$ cat config.mk
export PLATFORM = sky130hd
export DESIGN_NAME = color_key_run_extractor
export DESIGN_NICKNAME = d
export VERILOG_FILES = /design/src/hdl/ckre_pkg.sv /design/src/hdl/ckre_scan.sv /design/src/hdl/color_key_run_extractor.sv
export SDC_FILE = /design/constraint.sdc
export NUM_CORES = 1
export LEC_CHECK = 0
export BUFFER_PORTS_ARGS = -buffer_cell sky130_fd_sc_hd__buf_2
export CORE_UTILIZATION = 50
export CTS_CLUSTER_DIAMETER = 150
export DETAILED_ROUTE_END_ITERATION = 16
export PLACE_DENSITY = 0.69
export SLEW_MARGIN = 0
export SYNTH_ARGS = -nofsm -noshare
export SYNTH_HDL_FRONTEND = slang
export SYNTH_SLANG_ARGS = --single-unit
$ cat constraint.sdc
create_clock -name clk_i -period 8.7 [get_ports clk_i]
set_input_delay 0.87 -clock clk_i [delete_from_list [all_inputs] [get_ports clk_i]]
set_output_delay 0.87 -clock clk_i [all_outputs]
set_load 0.01 [all_outputs]
$ cat src/hdl/ckre_pkg.sv
package ckre_pkg;

  localparam int unsigned MAX_DIM = 4096;
  localparam int unsigned COL_W   = 12;   // column / row index
  localparam int unsigned DIM_W   = 13;   // dimension registers, exclusive right edge
  localparam int unsigned CHAN_W  = 8;
  localparam int unsigned IDX_W   = 3;

  typedef enum logic [IDX_W-1:0] {
    REG_ROW_WIDTH = 3'd0,
    REG_ROW_COUNT = 3'd1,
    REG_RED_MIN   = 3'd2,
    REG_GREEN_MAX = 3'd3,
    REG_BLUE_MIN  = 3'd4
  } cfg_idx_e;

  localparam logic [DIM_W-1:0]  RST_ROW_WIDTH = DIM_W'(1);
  localparam logic [DIM_W-1:0]  RST_ROW_COUNT = DIM_W'(1);
  localparam logic [CHAN_W-1:0] RST_RED_MIN   = CHAN_W'(246);
  localparam logic [CHAN_W-1:0] RST_GREEN_MAX = CHAN_W'(9);
  localparam logic [CHAN_W-1:0] RST_BLUE_MIN  = CHAN_W'(246);

  typedef struct packed {
    logic [DIM_W-1:0]  row_width;
    logic [DIM_W-1:0]  row_count;
    logic [CHAN_W-1:0] red_min;
    logic [CHAN_W-1:0] green_max;
    logic [CHAN_W-1:0] blue_min;
  } cfg_t;

  typedef struct packed {
    logic [COL_W-1:0] run_left;
    logic [DIM_W-1:0] run_right;
    logic [COL_W-1:0] run_row;
    logic             run_valid;
    logic             frame_end;
  } result_t;

  // zero acts as one, anything past MAX_DIM acts as MAX_DIM
  function automatic logic [DIM_W-1:0] clamp_dim(input logic [DIM_W-1:0] v);
    logic [DIM_W-1:0] r;
    r = v;
    if (v == '0) begin
      r = DIM_W'(1);
    end else if (v > DIM_W'(MAX_DIM)) begin
      r = DIM_W'(MAX_DIM);
    end
    return r;
  endfunction

endpackage

$ cat src/hdl/ckre_scan.sv
// Raster position and open-run tracking; result is combinational off the
// accepted pixel, state advances on accept.
module ckre_scan (
  input  logic                       clk_i,
  input  logic                       rst_ni,
  input  logic                       fire_i,
  input  logic [ckre_pkg::CHAN_W-1:0] red_i,
  input  logic [ckre_pkg::CHAN_W-1:0] green_i,
  input  logic [ckre_pkg::CHAN_W-1:0] blue_i,
  input  ckre_pkg::cfg_t             cfg_i,
  output logic                       res_valid_o,
  output ckre_pkg::result_t          res_o
);

  logic [ckre_pkg::COL_W-1:0] col_q, col_d;
  logic [ckre_pkg::COL_W-1:0] row_q, row_d;
  logic [ckre_pkg::COL_W-1:0] start_q, start_d;
  logic                       open_q, open_d;

  logic [ckre_pkg::DIM_W-1:0] width, height, col_next, row_next;
  logic transparent, last_col, last_frame, emit;
  logic [ckre_pkg::COL_W-1:0] left;
  logic [ckre_pkg::DIM_W-1:0] right;

  assign width    = ckre_pkg::clamp_dim(cfg_i.row_width);
  assign height   = ckre_pkg::clamp_dim(cfg_i.row_count);
  assign col_next = {1'b0, col_q} + ckre_pkg::DIM_W'(1);
  assign row_next = {1'b0, row_q} + ckre_pkg::DIM_W'(1);

  assign transparent = (red_i > cfg_i.red_min) && (green_i < cfg_i.green_max)
                       && (blue_i > cfg_i.blue_min);
  assign last_col    = col_next >= width;
  assign last_frame  = last_col && (row_next >= height);

  always_comb begin
    emit    = 1'b0;
    left    = start_q;
    right   = {1'b0, col_q};
    start_d = start_q;
    open_d  = open_q;
    if (transparent) begin
      if (open_q) begin
        emit   = 1'b1;
        open_d = 1'b0;
      end
    end else begin
      if (!open_q) begin
        start_d = col_q;
        left    = col_q;
      end
      open_d = 1'b1;
      if (last_col) begin
        emit   = 1'b1;
        right  = col_next;
        open_d = 1'b0;
      end
    end
    col_d = col_q + ckre_pkg::COL_W'(1);
    row_d = row_q;
    if (last_frame) begin
      col_d  = '0;
      row_d  = '0;
      open_d = 1'b0;
    end else if (last_col) begin
      col_d  = '0;
      row_d  = row_next[ckre_pkg::COL_W-1:0];
      open_d = 1'b0;
    end
  end

  always_comb begin
    res_valid_o     = fire_i && (emit || last_frame);
    res_o.run_left  = emit ? left : '0;
    res_o.run_right = emit ? right : '0;
    res_o.run_row   = emit ? row_q : '0;
    res_o.run_valid = emit;
    res_o.frame_end = last_frame;
  end

  always_ff @(posedge clk_i or negedge rst_ni) begin
    if (!rst_ni) begin
      col_q   <= '0;
      row_q   <= '0;
      start_q <= '0;
      open_q  <= 1'b0;
    end else if (fire_i) begin
      col_q   <= col_d;
      row_q   <= row_d;
      start_q <= start_d;
      open_q  <= open_d;
    end
  end

  a_open_start_behind: assert property (@(posedge clk_i) disable iff (!rst_ni)
    open_q |-> start_q <= col_q)
    else $error("open run starts past current column");

  a_run_nonempty: assert property (@(posedge clk_i) disable iff (!rst_ni)
    (res_valid_o && res_o.run_valid) |-> res_o.run_right > {1'b0, res_o.run_left})
    else $error("empty or inverted run");

  a_frame_wrap: assert property (@(posedge clk_i) disable iff (!rst_ni)
    (fire_i && last_frame) |=> (col_q == '0 && row_q == '0 && !open_q))
    else $error("position did not wrap at frame end");

endmodule

$ cat src/hdl/color_key_run_extractor.sv
// Channel   Dir  Handshake              Payload
// cfg       in   cfg_valid_i/cfg_ready_o cfg_index_i, cfg_data_i
// pixel     in   in_valid_i/in_ready_o   red_i, green_i, blue_i
// run       out  out_valid_o/out_ready_i run_left_o, run_right_o, run_row_o,
//                                        run_valid_o, frame_end_o
//
// One pixel per clock sustained; a result lands in the output register, or in
// the skid while it stalls. Throughput is set by the output register plus a
// one-entry skid register: in_ready_o drops only while the skid holds a result.
// Reset clears position, run tracking and output valids; config returns to
// row_width 1, row_count 1, red_min 246, green_max 9, blue_min 246.
// Config writes are always taken (cfg_ready_o tied high); unknown indexes drop.
module color_key_run_extractor (
  input  logic                         clk_i,
  input  logic                         rst_ni,
  input  logic                         cfg_valid_i,
  output logic                         cfg_ready_o,
  input  logic [ckre_pkg::IDX_W-1:0]   cfg_index_i,
  input  logic [ckre_pkg::DIM_W-1:0]   cfg_data_i,
  input  logic                         in_valid_i,
  output logic                         in_ready_o,
  input  logic [ckre_pkg::CHAN_W-1:0]  red_i,
  input  logic [ckre_pkg::CHAN_W-1:0]  green_i,
  input  logic [ckre_pkg::CHAN_W-1:0]  blue_i,
  output logic                         out_valid_o,
  input  logic                         out_ready_i,
  output logic [ckre_pkg::COL_W-1:0]   run_left_o,
  output logic [ckre_pkg::DIM_W-1:0]   run_right_o,
  output logic [ckre_pkg::COL_W-1:0]   run_row_o,
  output logic                         run_valid_o,
  output logic                         frame_end_o
);

  ckre_pkg::cfg_t    cfg_q;
  ckre_pkg::result_t res, out_q, skid_q;
  logic              res_valid, in_fire, out_fire;
  logic              out_valid_q, skid_valid_q;

  // ---- configuration registers ----
  assign cfg_ready_o = 1'b1;

  always_ff @(posedge clk_i or negedge rst_ni) begin
    if (!rst_ni) begin
      cfg_q.row_width <= ckre_pkg::RST_ROW_WIDTH;
      cfg_q.row_count <= ckre_pkg::RST_ROW_COUNT;
      cfg_q.red_min   <= ckre_pkg::RST_RED_MIN;
      cfg_q.green_max <= ckre_pkg::RST_GREEN_MAX;
      cfg_q.blue_min  <= ckre_pkg::RST_BLUE_MIN;
    end else if (cfg_valid_i) begin
      case (ckre_pkg::cfg_idx_e'(cfg_index_i))
        ckre_pkg::REG_ROW_WIDTH: cfg_q.row_width <= cfg_data_i;
        ckre_pkg::REG_ROW_COUNT: cfg_q.row_count <= cfg_data_i;
        ckre_pkg::REG_RED_MIN:   cfg_q.red_min   <= cfg_data_i[ckre_pkg::CHAN_W-1:0];
        ckre_pkg::REG_GREEN_MAX: cfg_q.green_max <= cfg_data_i[ckre_pkg::CHAN_W-1:0];
        ckre_pkg::REG_BLUE_MIN:  cfg_q.blue_min  <= cfg_data_i[ckre_pkg::CHAN_W-1:0];
        default: ;
      endcase
    end
  end

  // ---- pixel classification and run tracking ----
  assign in_ready_o = !skid_valid_q;
  assign in_fire    = in_valid_i && in_ready_o;
  assign out_fire   = out_valid_q && out_ready_i;

  ckre_scan u_scan (
    .clk_i       (clk_i),
    .rst_ni      (rst_ni),
    .fire_i      (in_fire),
    .red_i       (red_i),
    .green_i     (green_i),
    .blue_i      (blue_i),
    .cfg_i       (cfg_q),
    .res_valid_o (res_valid),
    .res_o       (res)
  );

  // ---- output register with skid ----
  // A new result lands in the output register when it is empty or draining,
  // otherwise in the skid; the skid refills the output as soon as it drains.
  always_ff @(posedge clk_i or negedge rst_ni) begin
    if (!rst_ni) begin
      out_valid_q  <= 1'b0;
      skid_valid_q <= 1'b0;
    end else if (skid_valid_q) begin
      if (out_fire) begin
        skid_valid_q <= 1'b0;
      end
    end else if (out_valid_q && !out_ready_i) begin
      if (res_valid) begin
        skid_valid_q <= 1'b1;
      end
    end else begin
      out_valid_q <= res_valid;
    end
  end

  always_ff @(posedge clk_i) begin
    if (skid_valid_q) begin
      if (out_fire) begin
        out_q <= skid_q;
      end
    end else if (out_valid_q && !out_ready_i) begin
      if (res_valid) begin
        skid_q <= res;
      end
    end else if (res_valid) begin
      out_q <= res;
    end
  end

  assign out_valid_o = out_valid_q;
  assign run_left_o  = out_q.run_left;
  assign run_right_o = out_q.run_right;
  assign run_row_o   = out_q.run_row;
  assign run_valid_o = out_q.run_valid;
  assign frame_end_o = out_q.frame_end;

  a_skid_behind_out: assert property (@(posedge clk_i) disable iff (!rst_ni)
    skid_valid_q |-> out_valid_q)
    else $error("skid holds a run while output register is empty");

  a_bare_marker: assert property (@(posedge clk_i) disable iff (!rst_ni)
    (out_valid_o && !run_valid_o) |->
      (frame_end_o && run_left_o == '0 && run_right_o == '0 && run_row_o == '0))
    else $error("result without run is not a clean frame-end marker");

  a_no_drop: assert property (@(posedge clk_i) disable iff (!rst_ni)
    (skid_valid_q && !out_ready_i) |=> (skid_valid_q && $stable(skid_q)))
    else $error("skid contents lost while stalled");

endmodule

==> results.txt <==
clock latency on the worst-skew pair: 0.43 ns
reg2reg path depth: 17
RSZ-0062 raised after global routing: false
gr ovfl total: 0
WP data required: 8.78 ns
largest net degree at the start of global routing: 57
P_leak: 4.20 nW
Nets: 970
Avg WL per Cell: 16.3 um
sequential element share of the synthesized area: 53.1%
clock root buffer: clkbuf_16
dominant cells by area after synthesis: edfxtp_1 (27%), dfrtp_1 (21%), ha_1 (7.5%)
CTS Hold Buffers Added: 0
Critical Path Sink Type: flip-flop
CP Launch Type: flip-flop
Synth cell types: 54
Yosys reg bits: 167
vias in the first global route: 5761
status: complete, no violations
clock-pin slew on the worst setup and hold paths: 0.06 ns
worst vdd ir: 0.152 mV
io pins: 87
# fillers: 1417
Core Area: 16800 um^2
Slew Viols, Final: 0
CTS HTree Levels: 4
period utilization: 60.4%
Rel. slew slack: 31.6%
post-cts resize count: 0
Post-Syn Area: 8650 um^2
Async SR Flop Fraction: 53.3%
Fmax: 0.190 GHz
first-pass GRT wire length: 29900 um
Net Count, Synth: 895
Vias: 6087
Synth area leader: edfxtp_1
CP arrival: 5.33 ns
DRC violation total after the first TritonRoute iteration: 389
CTS tree: built
DRC: 0
R2R Setup Slk: 3.45 ns
Reg2Reg Capture Point: skid_q[30]
GPL Wtd Cong: 0.854
setup bufs post-CTS: 0
Via density: 5.50
TNS Setup: 0 ns
CTS Sinks: 167
CTS buffer count: 17
Initial Util: 51.6%
Largest stage delay, worst path: 0.58 ns
pwr dens: 262 nW/um^2
Hold Vio Cnt, Final: 0
r2r startpoint: u_scan.col_q[0]
total chip power: 0.00257 W
WHS: 0.390 ns
row cnt: 47
first drt pass iteration count: 4
number of port buffers: 85
Worst Skew: 0.0155 ns
kind of critical path: flip-flop to flip-flop
CP max-delay cell: nor3b_2
Post-DP HPWL: 12700 um
yosys warns: 0
antenna violations before repair: 0
die width: 134 um
area delta synth->final: 13.7%
Synth top area share: 27.1%
share of cells above drive strength 1: 23.0%
Die ar.: 17800 um^2
fin crit period: 5.25 ns
Post-Syn Area per Cell: 10.8 um^2
Max-Cap Viols: 0
worst-path cell chain: ha_1 -> and3_1 -> and3_1 -> nand2_1 -> or3_1 -> xnor2_1 -> ha_1 -> nand3_1 -> nand3b_1 -> a2111oi_0 -> nor2_1 -> buf_4 -> clkinv_1 -> a21oi_2 -> nor3b_2 -> nor3b_2 -> buf_4
CP Max Fanout: 32
class of the worst hold path: primary input to asynchronous set/reset pin
ys flop type: edfxtp_1
EDFF count, synth: 78
Clock Tree Buf Depth: 2
Tot GR Track Use: 21.6%
Antenna diodes: 0
wirelength, routed: 18100 um
Final ANT Viol Nets: 0
final setup vio count: 0
Die Y-Extent: 134 um
Post-Synthesis Cells: 798
Slew @ Worst Pin: 1.02 ns
[critical path, delay by kind of cell, from the launching register on]
family / cells / cell delay [ns]
XOR/XNOR: 1 / 0.28
AND/OR/NAND/NOR: 9 / 2.05
adder cells (fa/ha/maj): 2 / 0.54
AO/OA/AOI/OAI: 2 / 0.39
buffers and inverters: 3 / 1.12
flip-flops: 1 / 0.50
[cells by family after synthesis]
| kind of cell | Yosys count | synth area share [%] |
|---|---|---|
| other | 1 | 0.0434 |
| multiplexers | 65 | 8.29 |
| flip-flops | 167 | 53.1 |
| buffers and inverters | 88 | 4.08 |
| XOR/XNOR | 18 | 1.82 |
| AND/OR/NAND/NOR | 239 | 12.7 |
| AO/OA/AOI/OAI | 168 | 12.4 |
| adder cells (fa/ha/maj) | 52 | 7.52 |
[flip-flops by register name, summed over array words and instances, names as in the netlist, 12 cells and up]
name            cells
cfg_q              50
skid_q             39
run_right_o        13
run_left_o         12
run_row_o          12
u_scan.col_q       12
u_scan.row_q       12
u_scan.start_q     12
[worst max path at each step]
stage                             end             from  slack, ns
after detailed placement   skid_q[31]  u_scan.col_q[0]       3.48
after CTS                  skid_q[30]  u_scan.col_q[0]       3.45
final                      skid_q[30]  u_scan.col_q[0]       3.45
after global routing       skid_q[30]  u_scan.col_q[0]       2.99
after floorplan           frame_end_o  u_scan.col_q[0]       1.73
after global placement     skid_q[33]  u_scan.col_q[0]       3.68
[layer usage]
layer  share of wire (%)  track usage [%]  vias to the layer above
met3                 5.8             4.72                       25
met1                  48             30.9                     2865
li1                    -                -                     3006
met2                  44             32.6                      191
met5                   0                0                        -
met4                 2.1             7.77                        0
[area by class of cell]
class                   count  area, um^2  share of cell area (%)
inverters                  49         184                    1.87
multi-input cells         543        3730                    37.9
clock buffers              21         460                    4.68
well taps                 220         275                    2.80
repair buffers             95         503                    5.12
flip-flops and latches    167        4590                    46.7
clock inverters            11        90.1                   0.916
[Yosys cell counts (all sizes together) (7+ instances only)]
master    n
edfxtp   78
inv      47
nand2b    9
clkbuf   28
xor2      7
nand4     8
nand3    23
nand2   109
o31ai    11
nor2b     9
a221o    12
dfstp    16
ha       52
a31oi     7
nor2     42
a21oi    26
and2     15
xnor2    11
mux2i    12
dfrtp    73
o21ai    80
mux2     53
buf      11
[stage by stage]
step / area [um^2] / util [%] / instances / worst slack, ns
final: 9830 / 58.7 / 1106 / 3.45
after global routing: 9830 / 58.7 / 1106 / 2.99
after CTS: 9830 / 58.7 / 1106 / 3.45
after detailed placement: 9280 / 55.4 / 1074 / 3.48
after global placement: 9280 / 55.4 / 1074 / 3.68
after floorplan: 8650 / - / 798 / 1.73
[where the power goes]
part / internal [W] / switching [W] / leakage, nW
Combinational: 0.000313 / 0.000457 / 2.12
Clock: 0.000385 / 0.000318 / 0.254
Sequential: 0.000996 / 0.000102 / 1.82
[layout by cell type (no fill, tap or decap), types with 16 or more instances in the layout]
cell / synthesis / final
o21ai_0: 79 / 79
dfstp_2: 16 / 16
inv_1: 47 / 47
mux2_2: 53 / 53
buf_2: 6 / 84
nand2_1: 109 / 109
dfrtp_1: 73 / 73
clkbuf_16: 0 / 17
edfxtp_1: 78 / 78
nor2_1: 42 / 42
ha_1: 52 / 52
a21oi_1: 24 / 24
nand3_1: 23 / 23
Note: power is estimated with default switching activity, not from simulation.
